### src/hdl/vtt_pkg.sv
// shared types, codes and the cell width table of the escape sequence tokenizer
package vtt_pkg;

	// result kinds
	localparam logic [1:0] KIND_CHAR = 2'd0;
	localparam logic [1:0] KIND_CTRL = 2'd1;
	localparam logic [1:0] KIND_ESC  = 2'd2;
	localparam logic [1:0] KIND_CSI  = 2'd3;

	// private marker codes
	localparam logic [2:0] PRIV_NONE = 3'd0;
	localparam logic [2:0] PRIV_QM   = 3'd1;
	localparam logic [2:0] PRIV_GT   = 3'd2;
	localparam logic [2:0] PRIV_EQ   = 3'd3;
	localparam logic [2:0] PRIV_LT   = 3'd4;

	// special bytes and values
	localparam logic [7:0]  BYTE_ESC     = 8'h1b;
	localparam logic [7:0]  BYTE_DEL     = 8'h7f;
	localparam logic [7:0]  BYTE_BEL     = 8'h07;
	localparam logic [20:0] CP_REPLACE   = 21'h00fffd;
	localparam logic [15:0] PARAM_SAT    = 16'hffff;

	// escape parser modes
	typedef enum logic [7:0] {
		PM_GROUND  = 8'b0000_0001,
		PM_ESC     = 8'b0000_0010,
		PM_CSI     = 8'b0000_0100,
		PM_OSC     = 8'b0000_1000,
		PM_OSC_ESC = 8'b0001_0000,
		PM_CHARSET = 8'b0010_0000,
		PM_DCS     = 8'b0100_0000,
		PM_DCS_ESC = 8'b1000_0000
	} pmode_t;

	// controller to datapath
	typedef struct packed {
		logic accept;
		logic load_direct;
		logic rd;
		logic put;
	} vtt_cmd_t;

	// datapath to controller
	typedef struct packed {
		logic one_result;
		logic csi_multi;
		logic emit_last;
	} vtt_status_t;

	// terminal cell width of a code point
	function automatic logic [1:0] width_of(input logic [20:0] c);
		logic [1:0] w;
		w = 2'd1;
		if (c < 21'h300) begin
			w = 2'd1;
		end else if ((c <= 21'h36f) || (c >= 21'h200b && c <= 21'h200f) ||
				(c >= 21'hfe00 && c <= 21'hfe0f)) begin
			w = 2'd0;
		end else if ((c >= 21'h1100 && c <= 21'h115f) || (c >= 21'h2e80 && c <= 21'h303e) ||
				(c >= 21'h3041 && c <= 21'h33ff) || (c >= 21'h3400 && c <= 21'h4dbf) ||
				(c >= 21'h4e00 && c <= 21'h9fff) || (c >= 21'ha000 && c <= 21'ha4cf) ||
				(c >= 21'hac00 && c <= 21'hd7a3) || (c >= 21'hf900 && c <= 21'hfaff) ||
				(c >= 21'hfe30 && c <= 21'hfe4f) || (c >= 21'hff00 && c <= 21'hff60) ||
				(c >= 21'hffe0 && c <= 21'hffe6) || (c >= 21'h1f300 && c <= 21'h1f64f) ||
				(c >= 21'h1f900 && c <= 21'h1f9ff) ||
				(c >= 21'h20000 && c <= 21'h3fffd)) begin
			w = 2'd2;
		end
		return w;
	endfunction

	// private marker code of a byte, none if not a marker
	function automatic logic [2:0] marker_code(input logic [7:0] b);
		logic [2:0] m;
		case (b)
			8'h3f: m = PRIV_QM;
			8'h3e: m = PRIV_GT;
			8'h3d: m = PRIV_EQ;
			8'h3c: m = PRIV_LT;
			default: m = PRIV_NONE;
		endcase
		return m;
	endfunction

endpackage

### src/hdl/vtt_ctrl.sv
// controller of the escape sequence tokenizer: input accept and csi parameter emission
module vtt_ctrl (
	input  logic                clk,
	input  logic                arst_n,
	input  logic                in_valid,
	output logic                in_ready,
	output logic                out_valid,
	input  logic                out_ready,
	input  vtt_pkg::vtt_status_t status,
	output vtt_pkg::vtt_cmd_t   cmd
);
	import vtt_pkg::*;

	typedef enum logic [2:0] {
		ST_ACCEPT = 3'b001,
		ST_READ   = 3'b010,
		ST_PUT    = 3'b100
	} cstate_t;

	cstate_t state_q, state_n;
	logic    out_valid_q;
	logic    out_free;
	logic    load;

	assign out_free  = !out_valid_q || out_ready;
	assign out_valid = out_valid_q;

	// command decode and next state
	always_comb begin
		state_n          = state_q;
		in_ready         = 1'b0;
		cmd              = '0;
		case (state_q)
			ST_ACCEPT: begin
				in_ready         = out_free;
				cmd.accept       = in_valid && out_free;
				cmd.load_direct  = cmd.accept && status.one_result;
				if (cmd.accept && status.csi_multi) begin
					state_n = ST_READ;
				end
			end
			ST_READ: begin
				cmd.rd  = 1'b1;
				state_n = ST_PUT;
			end
			ST_PUT: begin
				cmd.put = out_free;
				if (out_free) begin
					state_n = status.emit_last ? ST_ACCEPT : ST_READ;
				end
			end
			default: state_n = ST_ACCEPT;
		endcase
	end

	assign load = cmd.load_direct || cmd.put;

	// state and output valid registers
	always_ff @(posedge clk or negedge arst_n) begin
		if (!arst_n) begin
			state_q     <= ST_ACCEPT;
			out_valid_q <= 1'b0;
		end else begin
			state_q <= state_n;
			if (load) begin
				out_valid_q <= 1'b1;
			end else if (out_ready) begin
				out_valid_q <= 1'b0;
			end
		end
	end
endmodule

### src/hdl/vtt_datapath.sv
// datapath of the escape sequence tokenizer: parser state, utf-8 decode, parameters, result register
module vtt_datapath #(
	parameter int MAX_PARAMS     = 32,
	parameter int SEQUENCE_BYTES = 64
) (
	input  logic                 clk,
	input  logic                 arst_n,
	input  logic [7:0]           data_byte,
	input  vtt_pkg::vtt_cmd_t    cmd,
	output vtt_pkg::vtt_status_t status,
	output logic [1:0]           kind,
	output logic [20:0]          code_point,
	output logic [1:0]           cell_width,
	output logic [7:0]           char_code,
	output logic [2:0]           private_marker,
	output logic [5:0]           intermediate,
	output logic [4:0]           param_index,
	output logic [15:0]          param_value,
	output logic [5:0]           param_count,
	output logic                 last
);
	import vtt_pkg::*;

	localparam int IW = (MAX_PARAMS > 1) ? $clog2(MAX_PARAMS) : 1;
	localparam int CW = $clog2(MAX_PARAMS + 1);
	localparam int SW = $clog2(SEQUENCE_BYTES + 1);

	// parser state
	pmode_t          mode_q, mode_n;
	logic [20:0]     acc_q, acc_n;
	logic [1:0]      rem_q, rem_n;
	logic [SW-1:0]   seq_q, seq_n;
	logic [2:0]      priv_q, priv_n;
	logic [5:0]      inter_q, inter_n;
	logic [IW-1:0]   idx_q, idx_n;
	logic [15:0]     cur_q, cur_n;
	logic            dig_q, dig_n;
	logic [7:0]      lsb_q, lsb_n;
	logic [CW-1:0]   cnt_q, cnt_n;
	logic [CW-1:0]   k_q;
	logic [15:0]     rdata_q;

	// closed parameters, one write port and one registered read port
	logic [15:0]     param_mem [MAX_PARAMS];
	logic            mem_we;

	// direct single result
	logic [1:0]      d_kind;
	logic [20:0]     d_cp;
	logic [7:0]      d_code;
	logic            d_csi;
	logic            emit;
	logic            final_csi;
	logic [19:0]     prod;
	logic [7:0]      c;

	// output register
	logic [1:0]      kind_q;
	logic [20:0]     cp_q;
	logic [1:0]      width_q;
	logic [7:0]      code_q;
	logic [2:0]      priv_out_q;
	logic [5:0]      inter_out_q;
	logic [4:0]      pidx_q;
	logic [15:0]     pval_q;
	logic [5:0]      pcnt_q;
	logic            last_q;

	assign c = data_byte;

	// next parser state for the byte on the input
	always_comb begin
		mode_n    = mode_q;
		acc_n     = acc_q;
		rem_n     = rem_q;
		seq_n     = seq_q;
		priv_n    = priv_q;
		inter_n   = inter_q;
		idx_n     = idx_q;
		cur_n     = cur_q;
		dig_n     = dig_q;
		lsb_n     = lsb_q;
		mem_we    = 1'b0;
		emit      = 1'b0;
		d_kind    = KIND_CHAR;
		d_cp      = '0;
		d_code    = '0;
		d_csi     = 1'b0;
		final_csi = 1'b0;
		prod      = ({4'b0, cur_q} << 3) + ({4'b0, cur_q} << 1) + {16'b0, 4'(lsb_q - 8'h30)};
		case (mode_q)
			PM_GROUND: begin
				if (c == BYTE_ESC) begin
					mode_n = PM_ESC;
					rem_n  = '0;
				end else if (c < 8'h20) begin
					rem_n  = '0;
					emit   = 1'b1;
					d_kind = KIND_CTRL;
					d_code = c;
				end else if (c == BYTE_DEL) begin
					// ignored, decoder keeps its state
				end else if (rem_q != '0 && c[7:6] == 2'b10) begin
					acc_n = {acc_q[14:0], c[5:0]};
					rem_n = rem_q - 2'd1;
					if (rem_q == 2'd1) begin
						emit = 1'b1;
						d_cp = acc_n;
					end
				end else begin
					rem_n = '0;
					if (c < 8'h80) begin
						emit = 1'b1;
						d_cp = {13'b0, c};
					end else if (c[7:5] == 3'b110) begin
						acc_n = {16'b0, c[4:0]};
						rem_n = 2'd1;
					end else if (c[7:4] == 4'b1110) begin
						acc_n = {17'b0, c[3:0]};
						rem_n = 2'd2;
					end else if (c[7:3] == 5'b11110) begin
						acc_n = {18'b0, c[2:0]};
						rem_n = 2'd3;
					end else begin
						emit = 1'b1;
						d_cp = CP_REPLACE;
					end
				end
			end
			PM_ESC, PM_OSC_ESC: begin
				if (mode_q == PM_OSC_ESC && c == 8'h5c) begin
					mode_n = PM_GROUND;
				end else if (c == 8'h5b) begin
					mode_n  = PM_CSI;
					seq_n   = '0;
					priv_n  = PRIV_NONE;
					inter_n = '0;
					idx_n   = '0;
					cur_n   = '0;
					dig_n   = 1'b0;
					lsb_n   = '0;
				end else if (c == 8'h5d) begin
					mode_n = PM_OSC;
				end else if (c == 8'h50) begin
					mode_n = PM_DCS;
				end else if (c == 8'h28 || c == 8'h29 || c == 8'h2a || c == 8'h2b ||
						c == 8'h23 || c == 8'h25) begin
					mode_n = PM_CHARSET;
				end else begin
					mode_n = PM_GROUND;
					emit   = 1'b1;
					d_kind = KIND_ESC;
					d_code = c;
				end
			end
			PM_CHARSET: mode_n = PM_GROUND;
			PM_CSI: begin
				if (c == BYTE_ESC) begin
					mode_n = PM_ESC;
				end else if (c < 8'h20) begin
					emit   = 1'b1;
					d_kind = KIND_CTRL;
					d_code = c;
				end else begin
					if (seq_q < SW'(SEQUENCE_BYTES)) begin
						// previous stored byte is now parsed
						if (seq_q != '0) begin
							if (seq_q == SW'(1) && marker_code(lsb_q) != PRIV_NONE) begin
								priv_n = marker_code(lsb_q);
							end else if (lsb_q >= 8'h30 && lsb_q <= 8'h39) begin
								cur_n = (prod > 20'hffff) ? PARAM_SAT : prod[15:0];
								dig_n = 1'b1;
							end else if (lsb_q == 8'h3b || lsb_q == 8'h3a) begin
								if (CW'(idx_q) + CW'(1) < CW'(MAX_PARAMS)) begin
									mem_we = 1'b1;
									idx_n  = idx_q + IW'(1);
									cur_n  = '0;
								end
								dig_n = 1'b1;
							end else if (lsb_q >= 8'h20 && lsb_q <= 8'h2f) begin
								inter_n = lsb_q[5:0];
							end
						end
						lsb_n = c;
						seq_n = seq_q + SW'(1);
					end
					if (c >= 8'h40 && c <= 8'h7e) begin
						mode_n    = PM_GROUND;
						final_csi = 1'b1;
					end
				end
			end
			PM_OSC: begin
				if (c == BYTE_BEL) begin
					mode_n = PM_GROUND;
				end else if (c == BYTE_ESC) begin
					mode_n = PM_OSC_ESC;
				end
			end
			PM_DCS: begin
				if (c == BYTE_ESC) begin
					mode_n = PM_DCS_ESC;
				end
			end
			PM_DCS_ESC: mode_n = (c == 8'h5c) ? PM_GROUND : PM_DCS;
			default: mode_n = PM_GROUND;
		endcase
		cnt_n = dig_n ? (CW'(idx_n) + CW'(1)) : '0;
		if (final_csi && cnt_n == '0) begin
			emit   = 1'b1;
			d_csi  = 1'b1;
			d_kind = KIND_CSI;
			d_code = lsb_n;
		end
	end

	assign status.one_result = emit;
	assign status.csi_multi  = final_csi && (cnt_n != '0);
	assign status.emit_last  = (k_q + CW'(1)) == cnt_q;

	// parser state registers
	always_ff @(posedge clk or negedge arst_n) begin
		if (!arst_n) begin
			mode_q  <= PM_GROUND;
			acc_q   <= '0;
			rem_q   <= '0;
			seq_q   <= '0;
			priv_q  <= '0;
			inter_q <= '0;
			idx_q   <= '0;
			cur_q   <= '0;
			dig_q   <= 1'b0;
			lsb_q   <= '0;
			cnt_q   <= '0;
			k_q     <= '0;
		end else begin
			if (cmd.accept) begin
				mode_q  <= mode_n;
				acc_q   <= acc_n;
				rem_q   <= rem_n;
				seq_q   <= seq_n;
				priv_q  <= priv_n;
				inter_q <= inter_n;
				idx_q   <= idx_n;
				cur_q   <= cur_n;
				dig_q   <= dig_n;
				lsb_q   <= lsb_n;
				cnt_q   <= cnt_n;
				k_q     <= '0;
			end else if (cmd.put) begin
				k_q <= k_q + CW'(1);
			end
		end
	end

	// parameter memory, the open parameter is still in cur_q
	always_ff @(posedge clk) begin
		if (cmd.accept && mem_we) begin
			param_mem[idx_q] <= cur_q;
		end
		if (cmd.rd) begin
			rdata_q <= (k_q[IW-1:0] == idx_q) ? cur_q : param_mem[k_q[IW-1:0]];
		end
	end

	// result register
	always_ff @(posedge clk) begin
		if (cmd.load_direct) begin
			kind_q      <= d_kind;
			cp_q        <= d_cp;
			width_q     <= (d_kind == KIND_CHAR) ? width_of(d_cp) : 2'd0;
			code_q      <= d_code;
			priv_out_q  <= d_csi ? priv_n : PRIV_NONE;
			inter_out_q <= d_csi ? inter_n : 6'd0;
			pidx_q      <= '0;
			pval_q      <= '0;
			pcnt_q      <= '0;
			last_q      <= 1'b1;
		end else if (cmd.put) begin
			kind_q      <= KIND_CSI;
			cp_q        <= '0;
			width_q     <= '0;
			code_q      <= lsb_q;
			priv_out_q  <= priv_q;
			inter_out_q <= inter_q;
			pidx_q      <= 5'(k_q);
			pval_q      <= rdata_q;
			pcnt_q      <= 6'(cnt_q);
			last_q      <= status.emit_last;
		end
	end

	assign kind           = kind_q;
	assign code_point     = cp_q;
	assign cell_width     = width_q;
	assign char_code      = code_q;
	assign private_marker = priv_out_q;
	assign intermediate   = inter_out_q;
	assign param_index    = pidx_q;
	assign param_value    = pval_q;
	assign param_count    = pcnt_q;
	assign last           = last_q;
endmodule

### src/hdl/vt_escape_sequence_tokenizer.sv
// top level of the vt escape sequence tokenizer
//
// Input channel in_valid/in_ready carries one byte of terminal output per
// transaction. Output channel out_valid/out_ready carries one token per
// transaction; last marks the final token caused by a byte.
// A byte is taken and its single token, if any, appears in the result
// register the next cycle; unstalled, plain text runs at one byte per cycle.
// The byte may be taken while the previous token is taken in the same cycle.
// A csi final byte with N parameters is followed by N parameter tokens,
// each a registered parameter memory read and then a result load,
// during which no byte is accepted; the byte after it is accepted once the
// last parameter token is loaded.
// When the receiver stalls, the token waits in the result register and no
// further byte is accepted until it leaves.
// Reset puts the parser in ground state with an empty utf-8 decoder and
// clears the output valid; no clearing pass is needed.
module vt_escape_sequence_tokenizer #(
	parameter int MAX_PARAMS     = 32,
	parameter int SEQUENCE_BYTES = 64
) (
	input  logic        clk,
	input  logic        arst_n,
	input  logic        in_valid,
	output logic        in_ready,
	input  logic [7:0]  data_byte,
	output logic        out_valid,
	input  logic        out_ready,
	output logic [1:0]  kind,
	output logic [20:0] code_point,
	output logic [1:0]  cell_width,
	output logic [7:0]  char_code,
	output logic [2:0]  private_marker,
	output logic [5:0]  intermediate,
	output logic [4:0]  param_index,
	output logic [15:0] param_value,
	output logic [5:0]  param_count,
	output logic        last
);
	import vtt_pkg::*;

	vtt_cmd_t    cmd;
	vtt_status_t status;

	// controller
	vtt_ctrl u_ctrl (
		.clk       (clk),
		.arst_n    (arst_n),
		.in_valid  (in_valid),
		.in_ready  (in_ready),
		.out_valid (out_valid),
		.out_ready (out_ready),
		.status    (status),
		.cmd       (cmd)
	);

	// datapath
	vtt_datapath #(
		.MAX_PARAMS     (MAX_PARAMS),
		.SEQUENCE_BYTES (SEQUENCE_BYTES)
	) u_datapath (
		.clk            (clk),
		.arst_n         (arst_n),
		.data_byte      (data_byte),
		.cmd            (cmd),
		.status         (status),
		.kind           (kind),
		.code_point     (code_point),
		.cell_width     (cell_width),
		.char_code      (char_code),
		.private_marker (private_marker),
		.intermediate   (intermediate),
		.param_index    (param_index),
		.param_value    (param_value),
		.param_count    (param_count),
		.last           (last)
	);
endmodule
### config.mk
export PLATFORM = sky130hd
export DESIGN_NAME = vt_escape_sequence_tokenizer
export DESIGN_NICKNAME = d
export VERILOG_FILES = /design/src/hdl/vtt_pkg.sv /design/src/hdl/vtt_ctrl.sv /design/src/hdl/vtt_datapath.sv /design/src/hdl/vt_escape_sequence_tokenizer.sv
export SDC_FILE = /design/constraint.sdc
export NUM_CORES = 1
export LEC_CHECK = 0
export ABC_AREA = 1
export BUFFER_PORTS_ARGS = -buffer_cell sky130_fd_sc_hd__buf_4
export CAP_MARGIN = 20
export CELL_PAD_IN_SITES_DETAIL_PLACEMENT = 1
export CELL_PAD_IN_SITES_GLOBAL_PLACEMENT = 2
export CORE_MARGIN = 2
export CORE_UTILIZATION = 45
export DETAILED_ROUTE_END_ITERATION = 6
export PLACE_DENSITY_LB_ADDON = 0.08
export SYNTH_ARGS = -nofsm -noshare
export SYNTH_HDL_FRONTEND = slang
export SYNTH_SLANG_ARGS = --single-unit
### constraint.sdc
create_clock -name clk -period 11.5 [get_ports clk]
set_clock_uncertainty 0.05 [all_clocks]
set_input_delay 0.575 -clock clk [delete_from_list [all_inputs] [get_ports clk]]
set_output_delay 0.575 -clock clk [all_outputs]
set_load 0.01 [all_outputs]
==> reports/metrics.csv <==
stage,metric,value,unit
final_layout,# fillers,7519,
yosys,most frequent cell after synthesis,edfxtp_1,
final_layout,Final Non-Filler Cells,4078,
cts,root buffer cell,clkbuf_16,
route,Antenna Nets Post-Route,0,
route,first-pass iteration count of the detailed router,5,
timing,max-slew violation count,0,
yosys,ys async rst share,0.1270,
yosys,Seq cells post-synth,685,
pwr,Peak VDD IR,0.0001372,V
yosys,Cell variety after synth,60,
timing,# setup viols final,0,
final_layout,Final Cell Area,35430,sq um
cts,setup bufs post-CTS,0,
pwr,P per Cell Area,191.1,nW/um^2
job,max-cap violations,0,
yosys,syn nets,3059,
pwr,static leakage,12.24,nW
grt,total global routing overflow,0,
timing,Tightest Pin Transition,1042,ps
critical_path,CP required,11900,ps
grt,global-route wire length before repair,153.8,mm
grt,GRT Overall Usage,0.2885,
yosys,Synth Warn #,0,
cts,CTS tree,yes,
route,drt total wl,102.8,mm
route,via count,23720,
cts,CTS Sinks,685,
critical_path,arrival time worst endpoint,5760,ps
yosys,top-area cell type share of the netlist area,0.5480,
grt,largest net degree at the start of global routing,93,
route,DRC Markers,0,
route,Vias/cell,5.816,
timing,Fmax achieved,0.1868,GHz
cts,CTS Hold Bufs,1,
floorplan,# IOs,84,
floorplan,die area,71530,sq um
floorplan,chip width,267.5,um
cts,H-tree levels,3,
timing,minimum clock period,5352,ps
critical_path,Worst setup EP type,flop,
place,DP Area,32950,sq um
yosys,Yosys top cell by area,edfxtp_1,
cts,Max Root-Sink Buffers,3,
timing,Final period util,0.4654,
place,input/output buffers,83,
cts,"Clk Latency, worst-skew pair",630,ps
floorplan,core area,68710,sq um
yosys,Post-synth top flop,edfxtp_1,
place,Final Wtd Congestion,0.9064,
yosys,Synth Area per Inst,10.40,sq um
run_status,status,"complete, no violations",
grt,vias in the first global route,24630,
timing,Max-slew headroom,0.2979,
floorplan,row count,96,
critical_path,Setup CP Type,reg -> reg,
yosys,post-synthesis sequential area ratio,0.6357,
grt,initial antenna violation count,2,
final_layout,layout cells sized above 1,0.1109,
min_path,Hold Crit Class,in -> reg,
yosys,"top cells by count, synth","edfxtp_1 (570), nor2_1 (490), o21ai_0 (407)",
place,DP Cell Count,3937,
yosys,Cells after Synth,3003,
critical_path,Startpoint Class,flop,
critical_path,CP max FO,40,
timing,RSZ-0062 raised after global routing,false,
yosys,"Cell Area, Synth",31230,sq um
final_layout,layout net count,3141,
final_layout,Area growth syn-to-layout,13.44,%
yosys,"top cells by area, synth","edfxtp_1 (55%), dfrtp_1 (6.8%), o21ai_0 (6.5%), nor2_1 (5.9%), nand2_1 (4.9%)",
place,dpl hpwl,67.26,mm
timing,Final Hold Fails,0,
timing,final setup TNS,0,ps
route,Iter 0 DRT Violations,2016,
floorplan,Die Y,267.5,um
cts,total CTS buffers,75,
route,Routed WL per cell,25.21,um
timing,hold slack,277.2,ps
yosys,Post-synth EDFFs,570,
cts,# resized after CTS,0,
floorplan,starting density of the core,0.4546,
cts,"Reg clk slew, reported paths",60,ps
==> registers in the layout, summed over array words and instances (netlist names), 3 cells and up <==
signal,count
u_datapath.param_value,16
u_datapath.inter_q,6
u_datapath.cnt_q,6
u_datapath.mode_q,8
u_datapath.private_marker,3
u_datapath.acc_q,15
u_datapath.lsb_q,8
u_datapath.param_mem,512
u_ctrl.state_q,3
u_datapath.param_index,5
u_datapath.idx_q,5
u_datapath.intermediate,6
u_datapath.cur_q,16
u_datapath.char_code,8
u_datapath.k_q,6
u_datapath.code_point,21
u_datapath.seq_q,7
u_datapath.param_count,6
u_datapath.rdata_q,16
u_datapath.priv_q,3
==> through the flow <==
| step | utilization | setup slack (ps) | power, mW |
|---|---|---|---|
| detailed placement | 0.4796 | 5883 | 4.410 |
| global route | 0.5157 | 5605 | 7.032 |
| floorplan | - | 7394 | 3.830 |
| CTS | 0.5153 | 5994 | 6.796 |
| global placement | 0.4794 | 6119 | 4.376 |
| finish | 0.5157 | 6148 | 6.772 |
==> layout make-up <==
cell class / instances / area, sq um / share of cell area
Antenna cell: 1 / 2.502 / 0.00007062
Clock buffer: 94 / 2011 / 0.05674
Clock inverter: 44 / 431.7 / 0.01218
Inverter: 220 / 832.0 / 0.02348
Multi-Input combinational cell: 1947 / 9930 / 0.2802
Sequential cell: 685 / 19870 / 0.5606
Tap cell: 931 / 1165 / 0.03287
Timing Repair Buffer: 156 / 1197 / 0.03379
==> cell families after synthesis <==
| family | share of synthesized area |
|---|---|
| and+or+nand+nor | 0.1599 |
| xor gates and xnor gates | 0.006730 |
| buffers and inverters | 0.04683 |
| adders and majority gates | 0.01811 |
| AOI/OAI and AO/OA | 0.1328 |
| DFF | 0.6357 |
==> critical path, stage by stage (launching register included) <==
cell and delay (ps):
dfrtp_1 420, nor2_2 210, inv_1 70, nor2_1 130
nand4_1 280, nand2_1 270, nand2_1 140, nand2_2 120
inv_2 90, nand2_1 70, nand2_1 130, ha_1 320
inv_1 70, nand2_1 50, nand2_1 60, nand2_1 60
a21oi_2 140, nand4_2 540, nand2_1 250, nand2_2 530
inv_2 850, o21ai_0 200, o21ai_0 110
==> layer usage <==
| metal | GRT usage | wire length, um | vias up |
|---|---|---|---|
| li1 | - | - | 10820 |
| met1 | 0.3992 | 45350 | 12100 |
| met2 | 0.4811 | 49720 | 656 |
| met3 | 0.03485 | 5189 | 149 |
| met4 | 0.08018 | 2528 | 2 |
| met5 | 0 | 13 | - |
==> placed cells by master (no fill, tap or decap), types with 27 or more instances in the layout <==
cell	count
o22ai_1	112
inv_1	198
o221ai_1	55
nand2_1	405
a21oi_1	68
dfxtp_1	28
nor2_1	488
clkbuf_16	77
buf_4	153
o21ai_0	407
edfxtp_1	570
dfrtp_1	82
nand3_1	131
ha_1	42
o211ai_1	27
==> where the power goes <==
part	switching (mW)	internal, mW
combinational	1.03	0.402
sequential	0.121	2.82
clock	1.01	1.38
total	2.17	4.60
==> final timing paths <==
path                                                         startpoint                                 endpoint  slack [ps]  depth (start not counted)
min in group asynchronous                                        arst_n        u_datapath.inter_q[4]$_DFFE_PN0P_         480                          2
worst min-delay path                                       data_byte[0]          u_datapath.lsb_q[0]$_DFFE_PN0P_         280                          3
worst min register to register  u_datapath.param_value[14]$_SDFFE_PP0P_  u_datapath.param_value[14]$_SDFFE_PP0P_         430                          2
worst max register to register         u_datapath.mode_q[2]$_DFFE_PN0P_        u_datapath.char_code[3]$_DFFE_PP_        6150                         22
worst max-delay path                   u_datapath.mode_q[2]$_DFFE_PN0P_        u_datapath.char_code[3]$_DFFE_PP_        6150                         22
max in group asynchronous                                        arst_n            u_datapath.k_q[1]$_DFFE_PN0P_        9810                          3
No activity file was read; power rests on OpenSTA's default activity.
